===== src/hdl/tcc_pkg.sv =====
// Package: geometry constants, shared types and the victim LFSR step.
package tcc_pkg;

	localparam int ADDR_W     = 32;
	localparam int OFF_W      = 6;
	localparam int BLK_W      = ADDR_W - OFF_W;
	localparam int L1_IDX_W   = 7;
	localparam int L1_SETS    = 1 << L1_IDX_W;
	localparam int L1_TAG_W   = BLK_W - L1_IDX_W;
	localparam int L1_WAYS    = 8;
	localparam int L1_WAY_W   = 3;
	localparam int L2_IDX_W   = 12;
	localparam int L2_SETS    = 1 << L2_IDX_W;
	localparam int L2_TAG_W   = BLK_W - L2_IDX_W;
	localparam int L2_WAYS    = 16;
	localparam int L2_WAY_W   = 4;
	localparam int SEED_W     = 16;
	localparam int PADDR_W    = 3;
	localparam int PDATA_W    = 32;

	localparam logic [0:0] REG_REPLACE_SEED = 1'b0;

	typedef enum logic [1:0] {
		ST_CLEAR,
		ST_IDLE,
		ST_LOOK,
		ST_HOLD
	} state_t;

	typedef struct packed {
		logic accept;
		logic look;
		logic clear;
		logic out_from_look;
		logic out_from_hold;
	} cmd_t;

	typedef struct packed {
		logic clear_last;
	} sts_t;

	typedef struct packed {
		logic                l1_hit;
		logic                l1_alloc;
		logic [L1_WAY_W-1:0] l1_way;
		logic                l2_used;
		logic                l2_hit;
		logic [L2_WAY_W-1:0] l2_way;
		logic                dram_fill;
		logic [BLK_W-1:0]    fill_block;
		logic                dram_writeback;
		logic [BLK_W-1:0]    writeback_block;
	} res_t;

	typedef logic [L1_WAYS-1:0][L1_TAG_W-1:0] l1_row_t;
	typedef logic [L2_WAYS-1:0][L2_TAG_W-1:0] l2_row_t;

	typedef struct packed {
		logic [L2_WAYS-1:0] dirty;
		logic [L2_WAYS-1:0] valid;
	} l2_meta_t;

	// Fibonacci LFSR, taps 16,14,13,11
	function automatic logic [SEED_W-1:0] lfsr_step(input logic [SEED_W-1:0] v);
		logic fb;
		fb = v[0] ^ v[2] ^ v[3] ^ v[5];
		return {fb, v[SEED_W-1:1]};
	endfunction

endpackage


===== src/hdl/tcc_ctrl.sv =====
// Controller: sequences clear pass, accept, lookup and result handoff.
module tcc_ctrl (
	input  logic          clk,
	input  logic          arst_n,
	input  logic          in_valid,
	output logic          in_stall,
	output logic          out_valid,
	input  logic          out_stall,
	input  tcc_pkg::sts_t sts,
	output tcc_pkg::cmd_t cmd
);
	import tcc_pkg::*;

	state_t state_q, state_d;
	logic   out_valid_q;
	logic   out_free;
	logic   out_load;

	assign out_free  = !out_valid_q || !out_stall;
	assign out_valid = out_valid_q;
	assign out_load  = cmd.out_from_look || cmd.out_from_hold;

	always_ff @(posedge clk or negedge arst_n) begin
		if (!arst_n) begin
			state_q     <= ST_CLEAR;
			out_valid_q <= 1'b0;
		end else begin
			state_q <= state_d;
			if (out_load)
				out_valid_q <= 1'b1;
			else if (!out_stall)
				out_valid_q <= 1'b0;
		end
	end

	always_comb begin
		state_d  = state_q;
		cmd      = '0;
		in_stall = 1'b1;
		case (state_q)
			ST_CLEAR: begin
				cmd.clear = 1'b1;
				if (sts.clear_last)
					state_d = ST_IDLE;
			end
			ST_IDLE: begin
				in_stall   = 1'b0;
				cmd.accept = in_valid;
				if (in_valid)
					state_d = ST_LOOK;
			end
			ST_LOOK: begin
				cmd.look = 1'b1;
				if (out_free) begin
					cmd.out_from_look = 1'b1;
					state_d = ST_IDLE;
				end else begin
					state_d = ST_HOLD;
				end
			end
			ST_HOLD: begin
				if (out_free) begin
					cmd.out_from_hold = 1'b1;
					state_d = ST_IDLE;
				end
			end
			default: state_d = ST_CLEAR;
		endcase
	end

endmodule


===== config.mk =====
export PLATFORM = sky130hd
export DESIGN_NAME = tcc_ctrl
export DESIGN_NICKNAME = d
export VERILOG_FILES = /design/src/hdl/tcc_pkg.sv /design/src/hdl/tcc_ctrl.sv
export SDC_FILE = /design/constraint.sdc
export NUM_CORES = 1
export LEC_CHECK = 0
export ABC_AREA = 1
export BUFFER_PORTS_ARGS = -buffer_cell sky130_fd_sc_hd__buf_2
export CAP_MARGIN = 10
export CORE_AREA = 2 2 39 41
export DETAILED_ROUTE_END_ITERATION = 12
export DIE_AREA = 0 0 41 43
export PLACE_DENSITY = 0.48
export RECOVER_POWER = 50
export SLEW_MARGIN = 0
export SYNTH_ARGS = -nofsm -noshare
export SYNTH_HDL_FRONTEND = slang
export SYNTH_SLANG_ARGS = --single-unit

===== constraint.sdc =====
create_clock -name clk -period 1.1 [get_ports clk]
set_input_delay 0.22 -clock clk [delete_from_list [all_inputs] [get_ports clk]]
set_output_delay 0.22 -clock clk [all_outputs]
set_load 0.02 [all_outputs]

======== Word level (Yosys, flattened, before mapping) ========
Cells that the tools add are included.
word-level totals
  register bits ........................... 3
  bits of input ports ..................... 5
cells by class
  equal/unequal tests ..................... 7
  multiplexer cells ....................... 14
  reductions and logical operators ........ 6
operator list
  kind                                                   number
  two-way mux 1 bit                                      9
  two-way mux 2 bit                                      4
  one-hot mux 2 bit (4 select lines)                     1
  inequality test 2 bit, second input constant           3
  equality test 2 bit, second input constant             2
  AND reduction 3 bit                                    1
  equality test 2 x 1 -> 1 bit, second input constant    1
  logical NOT 1 bit                                      2
  logical NOT 2 bit                                      1
  logical OR 1 bit                                       2
  inequality test 2 x 1 -> 1 bit, second input constant  1

======== Longest topological paths before layout ========
Gate-level depths: netlist of run 1.
  word-level depth ........................ 6
  depth in mapped cells ................... 6

======== Least setup slack after synthesis of run 1 ========
No wires, ideal clock.
  path kind ............................... register to output
  start point ............................. reg state_q[0]
  end point ............................... out cmd[1] (netlist bit)
  arrival time ............................ 1.147 ns
  slack ................................... -0.267 ns
  cell stages (with the launch flop) ...... 5
  buffers on the path ..................... 0
  cell sequence ........................... dfrtp_1 > inv_1 > ha_1 > inv_1 > nor2_1
RTL lines
  element                 RTL line        RTL
  from (decl)             tcc_ctrl.sv:14  state_t state_q, state_d;
  from (signal assigned)  tcc_ctrl.sv:28  state_q <= state_d;
  to (decl)               tcc_ctrl.sv:10  output tcc_pkg::cmd_t cmd

==> results of run 1 <==
-- registers in the layout, summed over array words and instances, names as in the netlist --
| name | count |
|---|---|
| state_q | 2 |
| out_valid | 1 |
-- kinds of logic after synthesis --
logic type,share of synthesized area
simple gates,0.270
buf+inv,0.146
fa+ha+maj,0.216
flops,0.324
compound gates,0.0432
-- final timing paths --
check / startpoint / end / slack [ns] / depth (start not counted)
max: state_q[0] / cmd[1] / -0.25 / 5
min: out_stall / out_valid / 0.26 / 3
max reg2reg: state_q[1] / state_q[0] / -0.06 / 7
min reg2reg: out_valid / out_valid / 0.56 / 2
max in group asynchronous: arst_n / state_q[0] / 0.62 / 2
min in group asynchronous: arst_n / out_valid / 0.32 / 2
-- synthesized netlist by cell type (all sizes together) --
library cell  instances
inv                   9
o21ai                 2
nand3                 4
nand2                 8
ha                    4
dfrtp                 3
nor2                  2
-- power breakdown --
group / switching, mW / total [mW] / internal [mW] / leakage, nW
combinational: 0.426 / 0.841 / 0.415 / 0.191
sequential: 0.0759 / 0.243 / 0.167 / 0.0350
clock: 0.0538 / 0.190 / 0.136 / 0.0150
total: 0.556 / 1.27 / 0.719 / 0.241
-- what timing repair did --
item	4_1_cts	5_1_grt
setup endpoints to repair	9	8
setup buffers	3	1
endpoints found under the hold margin	3	0
resized for setup	21	4
gates cloned	0	0
pin swaps	5	4
hold buffers	1	0
-- worst max-delay path, cell delays in order, from the launching register on --
cell	delay [ns]
dfrtp_2	0.44
inv_2	0.09
ha_4	0.14
inv_2	0.05
nor2_4	0.07
buf_6	0.11
-- routing by layer --
metal  up-vias  global-route usage  part of all wire
met1       111              0.0841              0.43
met5         -                   0                 0
met4         0              0.0800                 0
met2         9               0.141              0.50
met3         0              0.0314             0.070
li1        136                   -                 -
-- layout make-up --
type,count,area [µm²]
clock buffers,4,26.3
fillers,151,916
inverters,9,33.8
multi-input cells,20,183
flip-flops and latches,3,77.6
well taps,16,20.0
repair buffers,16,128
==> results, run 1 <==
- The final worst clock skew is 0.000326 ns.
- The post-synthesis register bit count is 3.
- The critical path launch point type is a register.
- The cell at the root of the clock tree is clkbuf_4.
- Leaving out fill and tap cells, the most frequent cells in the layout are 5 x inv_2, 5 x nand2_1, 5 x buf_6, 5 x buf_4.
- TritonCTS built the clock tree.
- The number of warnings reported in the yosys synthesis log is 0.
- Derived from the worst setup path, the maximum achievable clock frequency is 0.742 GHz.
- The nature of the critical path endpoint is a primary output.
- The min-delay analysis places its worst path in the category in -> reg.
- Measured along the x axis, the die boundary spans 41 µm.
- For this run, the share of the core covered by cells in the final layout is 0.338.
- The final hold slack is 0.259 ns.
- The total standard cell area after synthesis is 231 µm².
- The required time reported for the critical path endpoint is 0.88 ns.
- The finished layout holds 68 standard cells, fillers aside.
- The arrival time at the worst endpoint is 1.13 ns.
- The number of placed instances, taps included is 60.
- VDD sags by at most 0.984 mV.
- The number of nets in the layout is 62.
- The final number of hold-violating endpoints came to 0.
- The netlist uses 8 different library cells.
- The clock sink total is 3.
- The biggest area contributor in the post-synthesis netlist is dfrtp_1.
- In the final routed layout, each cell accounts on average for 8.00 µm.
- The synthesized area per cell is 7.23 µm².
- The congestion estimate from routability-driven global placement came to 0.692.
- Measured against its own limit, the worst slew margin works out to 0.900.
- The number of global-route vias before repair came to 284.
- The clock latency on the worst-skew pair is 0.23 ns.
- The share of synthesized area in the top cell type comes to 0.324.
- 12 I/O pins were placed.
- The residual overflow from global routing is 0.
- The die covers 1760 µm².
- The mean number of vias per cell is 3.76.
- The share of the clock period used by the worst path is 1.23.
- Overall power consumption after layout is estimated at 1.27 mW.
- The count of buffers added on input and output ports is 11.
- The post-place setup slack is -0.133 ns.
- The analysis attributes to cell leakage a power of 0.241 nW.
- The clock period minus final worst setup slack is 1.35 ns.
- Clock-pin slew was measured on the worst setup and hold paths at 0.04 ns.
- Synthesis produced 32 cells.
- The core outline area is 1380 µm².
- The floorplan has 14 rows.
- The clock buffer count from CTS is 3.
- The initial core utilization is 0.167.
- The area added between synthesis and finish is 102%.
- The first-iteration detailed-routing DRC count is 2.
- The sequential share of the synthesized area is 0.324.
- Summed over all failing endpoints, the final setup total negative slack is -1.43 ns.
- For this run, the total global-route usage over all layers was measured as 0.0895.
- By area the synthesized netlist is led by dfrtp_1 32%, ha_1 22%, inv_1 15%, nand2_1 13%, nand3_1 6.5%.
- In this run the vertical extent of the chip is 43 µm.
- The final reports fail on setup timing.
- After detailed routing, the total wire length is 544 µm.
- The first global-routing pass estimated 1.02 mm of wire.
- The number of nets in the synthesized netlist is 41.
- Entering global routing, the biggest net connects 5 pins.
- The final antenna-violating net count is 0.
- Setup violations remaining at the end of the flow were counted as 8.
- The critical path is of the reg -> out type.
- Setup repair after global routing could not meet its margin everywhere.
- The HPWL after detailed placement is 403 µm.
- Of the cells placed in the final design, the portion with a size suffix greater than 1 is 0.654.
- The number of max-capacitance violations reported is 0.
- The maximum fanout along the worst path is 4.
- The max-slew violation count was 0.
- The detailed-routing iteration count for the pre-antenna-repair pass is 2.
- The number of antenna diodes in the final layout is 0.
- The measured slew at the worst slew-check pin is 0.150 ns.
- The count of vias placed by the detailed router is 256.
- The flow ran to the end, but the final reports show violations.
- The number of design rule violations left after detail routing is 0.
- The cell area power density is 2720 nW/µm².
- The final worst slack is -0.249 ns.
- The initial antenna violation count is 0.
- The total placed instance area is 339 µm².
- In this run the deepest clock path goes through 2 buffers.
- Once layout is done, the placed cells without fillers occupy 468 µm².
- CTS built an H-tree with a depth of 1.
No activity file was read; power rests on OpenSTA's default activity.
==> run 2, diff against run 1 <==
- GPL_TIMING_DRIVEN: default -> 0
- PLACE_DENSITY: 0.48 -> 0.47
- clock period: 1.1 -> 1.7 ns (I/O delays scaled with it)
==> results, run 2 (synthesis results as in run 1) <==
- The total of endpoints with negative setup slack in the final report is 0 (-8).
- The signal on the critical path passes through inv_1 > ha_1 > inv_1 > nor2_1 > buf_2.
- The most numerous cell type found on the critical path is inv_1.
- The largest individual stage delay along the critical path comes from the cell dfrtp_1.
- The count of vias placed by the detailed router came to 238 (-7.0%).
- The depth of the CTS H-tree is 1 (unchanged).
- The leakage power total was 0.206 nW (-15%).
- The die outline width is 41 µm (unchanged).
- The cell at the root of the clock tree is clkbuf_4.
- The final antenna-violating net count was 0 (unchanged).
- The final RePlAce weighted congestion is 0.562 (-19%).
- The wire length of the first global-routing pass is 710 µm (-30%).
- The worst-case clock buffer depth is 2 (unchanged).
- The flip-flop count of the largest register after layout is 2 (unchanged).
- The count of pins on the block boundary is 12 (unchanged).
- The peak supply drop was 0.408 mV (-59%).
- The per-cell routed wire length was 7.50 µm (-6.3%).
- The number of cells in the finished layout apart from fillers came to 64 (-5.9%).
- The core outline area is 1380 µm² (unchanged).
- The first-iteration detailed-routing DRC count is 4 (+2).
- The number of setup buffers added after CTS is 0 (-3).
- The residual overflow from global routing is 0 (unchanged).
- The final worst clock skew came to 0.0000508 ns (-0.000275 ns).
- The ratio of cells with drive above 1 in the final layout was 0.250 (-0.404).
- The detailed-routing iteration count for the pre-antenna-repair pass came to 3 (+1).
- The final number of hold-violating endpoints was 0 (unchanged).
- Broken down by cell family, the worst path's largest delay share belongs to flip-flops.
- The worst setup path is captured at a primary output.
- Setup repair after global routing left no endpoint under its margin.
- The TritonCTS clock tree is done.
- The initial antenna violation count came to 0 (unchanged).
- The overall track demand over capacity in global routing came to 0.0673 (-0.0222).
- The mean number of vias per cell was 3.72 (-1.2%).
- The measured slew at the worst slew-check pin is 0.247 ns (+0.0964 ns).
- The total half-perimeter wirelength after legalization and detailed placement came to 392 µm (-2.6%).
- The final sum of negative setup slack is 0 ns (+1.43 ns).
- The number of placed instances, taps included came to 59 (-1.7%).
- The share of the clock period used by the worst path is 0.924.
- Compared with the post-synthesis result, the final layout area differs by 44.9%.
- The number of design rule violations left after detail routing is 0 (unchanged).
- Leaving out fill and tap cells, the most frequent cells in the layout are 9 x inv_1, 9 x buf_2, 8 x nand2_1.
- The cell area power density was 1740 nW/µm² (-36%).
- The clock slew at the register clock pins of the worst setup and hold paths is 0.03 ns (about the same).
- The post-CTS resize count is 0 (-100%).
- The register with the highest flop count is state_q.
- The clock sink total came to 3 (unchanged).
- The maximum fanout along the worst path is 4 (unchanged).
- The buffers plus inverters on the worst setup path is 3 (unchanged).
- The number of nets in the layout is 58 (-6.5%).
- The number of global-route vias before repair came to 221 (-22%).
- The number of max-capacitance violations reported is 0 (unchanged).
- The maximum clock rate is 0.636 GHz.
- The worst slew margin relative to its limit is 0.836 (-0.0636).
- The type of the tightest min-delay check is in -> reg.
- The total of hold buffers inserted after clock tree synthesis is 1 (unchanged).
- The clock buffer count from CTS is 3 (unchanged).
- The peak per-stage delay on the critical path came to 0.41 ns (-0.03 ns).
- The setup path with the least slack is of type reg -> out.
- The clock latency on the worst-skew pair came to 0.23 ns (about the same).
- The largest net degree at the start of global routing is 5 (unchanged).
- The max-slew violation count is 0 (unchanged).
- The count of port buffers added during placement was 11 (unchanged).
- The number of fillers in the final layout was 169 (+12%).
- The die extent in y is 43 µm (unchanged).
- The die footprint is 1760 µm² (unchanged).
- The worst setup path is launched from a register.
- The run finished with clean final reports.
- The initial core utilization is 0.167 (unchanged).
- The routed wire length came to 480 µm (-12%).
- The number of inserted diodes came to 0 (unchanged).
- The clock period minus final worst setup slack is 1.57 ns.
- The required time reported for the critical path endpoint came to 1.36 ns (+0.48 ns).
- The arrival time at the worst endpoint is 1.23 ns (+0.10 ns).
- The number of cell rows came to 14 (unchanged).
==> run 2: cell types whose count changed in the layout (fill, tap and decap cells not counted), moves of 3 or more <==
| cell | previous run | this run |
|---|---|---|
| buf_4 | 5 | 0 |
| buf_2 | 4 | 9 |
| inv_1 | 4 | 9 |
| inv_2 | 5 | 0 |
| ha_1 | 0 | 4 |
| buf_6 | 5 | 0 |
| nand2_1 | 5 | 8 |
==> run 2: final timing paths <==
check                      cells after the start  startpoint         end  slack [ns]
setup / recovery                               5  state_q[0]      cmd[1]        0.13
hold / removal                                 3   out_stall   out_valid        0.38
setup reg to reg                               6  state_q[1]  state_q[1]        0.54
hold reg to reg                                2   out_valid   out_valid        0.56
max in group asynchronous                      2      arst_n  state_q[0]        1.11
min in group asynchronous                      2      arst_n   out_valid        0.44
==> run 2: per-layer routing <==
metal / GRT usage / routed length [µm] / part of all wire
met4: 0.0800 / 0 / 0
met1: 0.0452 / 201 / 0.42
met5: 0 / 0 / 0
met2: 0.100 / 243 / 0.51
met3: 0.0471 / 35 / 0.073
==> run 2: cell type report <==
| class | count | area, µm² | share of cell area |
|---|---|---|---|
| Tap cell | 16 | 20.0 | 0.0597 |
| Timing Repair Buffer | 12 | 62.6 | 0.187 |
| Inverter | 9 | 33.8 | 0.101 |
| Clock buffer | 4 | 26.3 | 0.0784 |
| Multi-Input combinational cell | 20 | 118 | 0.351 |
| Sequential cell | 3 | 75.1 | 0.224 |
==> run 2: metrics by stage <==
stage          power, mW  area (µm²)  utilization  hold slack, ns  worst slack (ns)
3_3_place_gp       0.467         307        0.222           0.138             0.377
6_report           0.582         335        0.242           0.376             0.129
4_1_cts            0.607         343        0.248           0.371             0.102
3_5_place_dp       0.471         307        0.222           0.139             0.365
5_1_grt            0.647         335        0.242           0.397            0.0412
2_1_floorplan      0.376         231            -          0.0444             0.213
==> run 2: worst register-to-register path: stages (launching register included) <==
cell and delay [ns]:
dfrtp_1 0.39, inv_1 0.08, ha_1 0.23, nand2_1 0.08
nand3_1 0.12, nand2_1 0.08, o21ai_1 0.06
==> run 2: power breakdown <==
part / leakage, nW / switching, mW / internal [mW]
clock: 0.0150 / 0.0362 / 0.0879
sequential: 0.0375 / 0.0334 / 0.104
combinational: 0.153 / 0.208 / 0.112
==> run 3, diff against run 2 <==
==> constraint.sdc (replaced) <==
create_clock -name clk -period 1.7 [get_ports clk]
set_input_delay 0.255 -clock clk [delete_from_list [all_inputs] [get_ports clk]]
set_output_delay 0.255 -clock clk [all_outputs]
set_load 0.05 [all_outputs]
==> results, run 3 (synthesis results as in run 1) <==
- The final number of hold-violating endpoints came to 0 (unchanged).
- The endpoint with the worst hold slack is out_valid.
- In this run the critical register-to-register path is captured at state_q[0].
- The critical path launch point type is a register.
- TritonCTS built the clock tree.
- From synthesis to final layout, the design area changed by 48.1%.
- The number of cell rows is 14 (unchanged).
- The most crowded layer after global routing is met2.
- The final antenna-violating net count is 0 (unchanged).
- Clock tree synthesis selected as its root buffer the cell clkbuf_4.
- The depth of the CTS H-tree came to 1 (unchanged).
- The depth of the most critical reg-to-reg path was 6 (unchanged).
- The post-CTS resize count is 0 (unchanged).
- The flow ran to the end, and the final reports show no timing, DRC or antenna violations.
- The detailed-routing iteration count for the pre-antenna-repair pass was 4 (+1).
- The clock buffer count from CTS was 3 (unchanged).
- The number of design rule violations left after detail routing is 0 (unchanged).
- The sequential cell area is 75.1 µm² (unchanged).
- The multi-input logic area came to 125 µm² (+6.4%).
- The final sum of negative setup slack is 0 ns (unchanged).
- The hold path depth is 3 (unchanged).
- The largest net degree at the start of global routing was 5 (unchanged).
- The count of vias placed by the detailed router is 229 (-3.8%).
- The worst setup path is captured at a primary output.
- The measured slew at the worst slew-check pin is 0.590 ns (+0.343 ns).
- The startpoint of the most critical register-to-register path is state_q[1].
- The reg-to-reg setup timing slack was 0.53 ns (about the same).
- The final RePlAce weighted congestion is 0.634 (+13%).
- The maximum fanout along the worst path was 4 (unchanged).
- The overall track demand over capacity in global routing is 0.0705 (+0.00316).
- The final worst clock skew is 0.000306 ns (+0.000256 ns).
- The count of pins on the block boundary is 12 (unchanged).
- The clock latency on the worst-skew pair is 0.23 ns (about the same).
- The initial antenna violation count came to 0 (unchanged).
- The arrival time at the worst endpoint was 1.35 ns (+0.12 ns).
- The initial core utilization came to 0.167 (unchanged).
- The register with the highest flop count is state_q.
- The total half-perimeter wirelength after legalization and detailed placement is 419 µm (+6.8%).
- The mean number of vias per cell was 3.58 (-3.8%).
- The routed wire length is 494 µm (+2.9%).
- The number of nets in the layout is 58 (unchanged).
- The maximum clock rate was 0.622 GHz (-2.2%).
- The category of the most critical setup path is reg -> out.
- Setup repair after global routing left no endpoint under its margin.
- The core outline area is 1380 µm² (unchanged).
- The type of the tightest min-delay check is in -> reg.
- The number of inserted diodes is 0 (unchanged).
- The number of max-capacitance violations reported is 0 (unchanged).
- The die outline width is 41 µm (unchanged).
- The clock slew at the register clock pins of the worst setup and hold paths came to 0.04 ns (about the same).
- The worst-case clock buffer depth is 2 (unchanged).
- The total of endpoints with negative setup slack in the final report is 0 (unchanged).
- The share of the clock period used by the worst path is 0.945 (+0.0206).
- The count of port buffers added during placement was 11 (unchanged).
- The number of global-route vias before repair is 215 (-2.7%).
- The first-iteration detailed-routing DRC count is 3 (-1).
- The number of setup buffers added after CTS is 0 (unchanged).
- The clock period minus final worst setup slack was 1.61 ns (+0.0351 ns).
- The flip-flop count of the largest register after layout is 2 (unchanged).
- The worst slew margin relative to its limit is 0.608 (-0.228).
- The max-slew violation count is 0 (unchanged).
- The required time reported for the critical path endpoint came to 1.44 ns (+0.08 ns).
- The number of fillers in the final layout came to 162 (-4.1%).
- The ratio of cells with drive above 1 in the final layout is 0.271 (+0.0208).
- The wire length of the first global-routing pass is 779 µm (+9.7%).
- The met1 track demand over resource is 0.0779 (+0.0328).
- The residual overflow from global routing came to 0 (unchanged).
- In the layout the commonest cells are 9 x inv_1, 9 x buf_2, 8 x nand2_1.
- The die footprint is 1760 µm² (unchanged).
- In this run the most critical hold path is launched from out_stall.
- The clock sink total is 3 (unchanged).
- The per-cell routed wire length is 7.72 µm (+2.9%).
- The global routing usage on met3 is 0.0314 (-0.0157).
- The met2 track demand over resource is 0.0875 (-0.0125).
- The die extent in y is 43 µm (unchanged).
==> run 3: worst max-delay path, cell delays in order, from the launching register on <==
cell	delay, ns
dfrtp_1	0.40
inv_1	0.10
ha_1	0.19
inv_1	0.09
nor2_4	0.09
buf_2	0.25
==> run 3: how the worst max path moves through the flow <==
stage / start / slack [ns] / end
2_1_floorplan: out_valid / 0.003 / cmd[0]
5_1_grt: state_q[0] / 0.006 / cmd[1]
3_3_place_gp: state_q[0] / 0.33 / cmd[1]
3_5_place_dp: state_q[0] / 0.33 / cmd[1]
6_report: state_q[0] / 0.09 / cmd[1]
4_1_cts: state_q[0] / 0.07 / cmd[1]
==> run 3: final cells by class <==
type | instances | area share
Timing Repair Buffer | 12 | 0.182
Inverter | 9 | 0.0985
Multi-Input combinational cell | 20 | 0.365
Clock buffer | 4 | 0.0766
Sequential cell | 3 | 0.219
Tap cell | 16 | 0.0584
==> run 3: repair_timing <==
item / in CTS / in global routing
setup endpoints to repair: 0 / 0
endpoints found under the hold margin: 3 / 0
hold buffers: 1 / 0
==> run 3: through the flow <==
| step | util | std cells | instance area (µm²) | setup WS, ns | hold slack (ns) |
|---|---|---|---|---|---|
| after floorplan | - | 32 | 239 | 0.00334 | -0.0406 |
| after global placement | 0.227 | 59 | 314 | 0.327 | 0.0549 |
| after detailed placement | 0.227 | 59 | 314 | 0.327 | 0.0518 |
| after CTS | 0.253 | 64 | 350 | 0.0701 | 0.299 |
| after global routing | 0.248 | 64 | 343 | 0.00623 | 0.308 |
| final | 0.248 | 64 | 343 | 0.0934 | 0.297 |
==> run 3: metal layers <==
metal | vias up | routed length (µm) | part of all wire
met5 | - | 0 | 0
met4 | 0 | 0 | 0
met3 | 0 | 26 | 0.053
met2 | 5 | 258 | 0.52
met1 | 99 | 208 | 0.42
li1 | 125 | - | -
Power of run 3 is left out: the tool's default activity adds up to more than one toggle a clock period on the data nets, which glitch-free logic cannot reach.
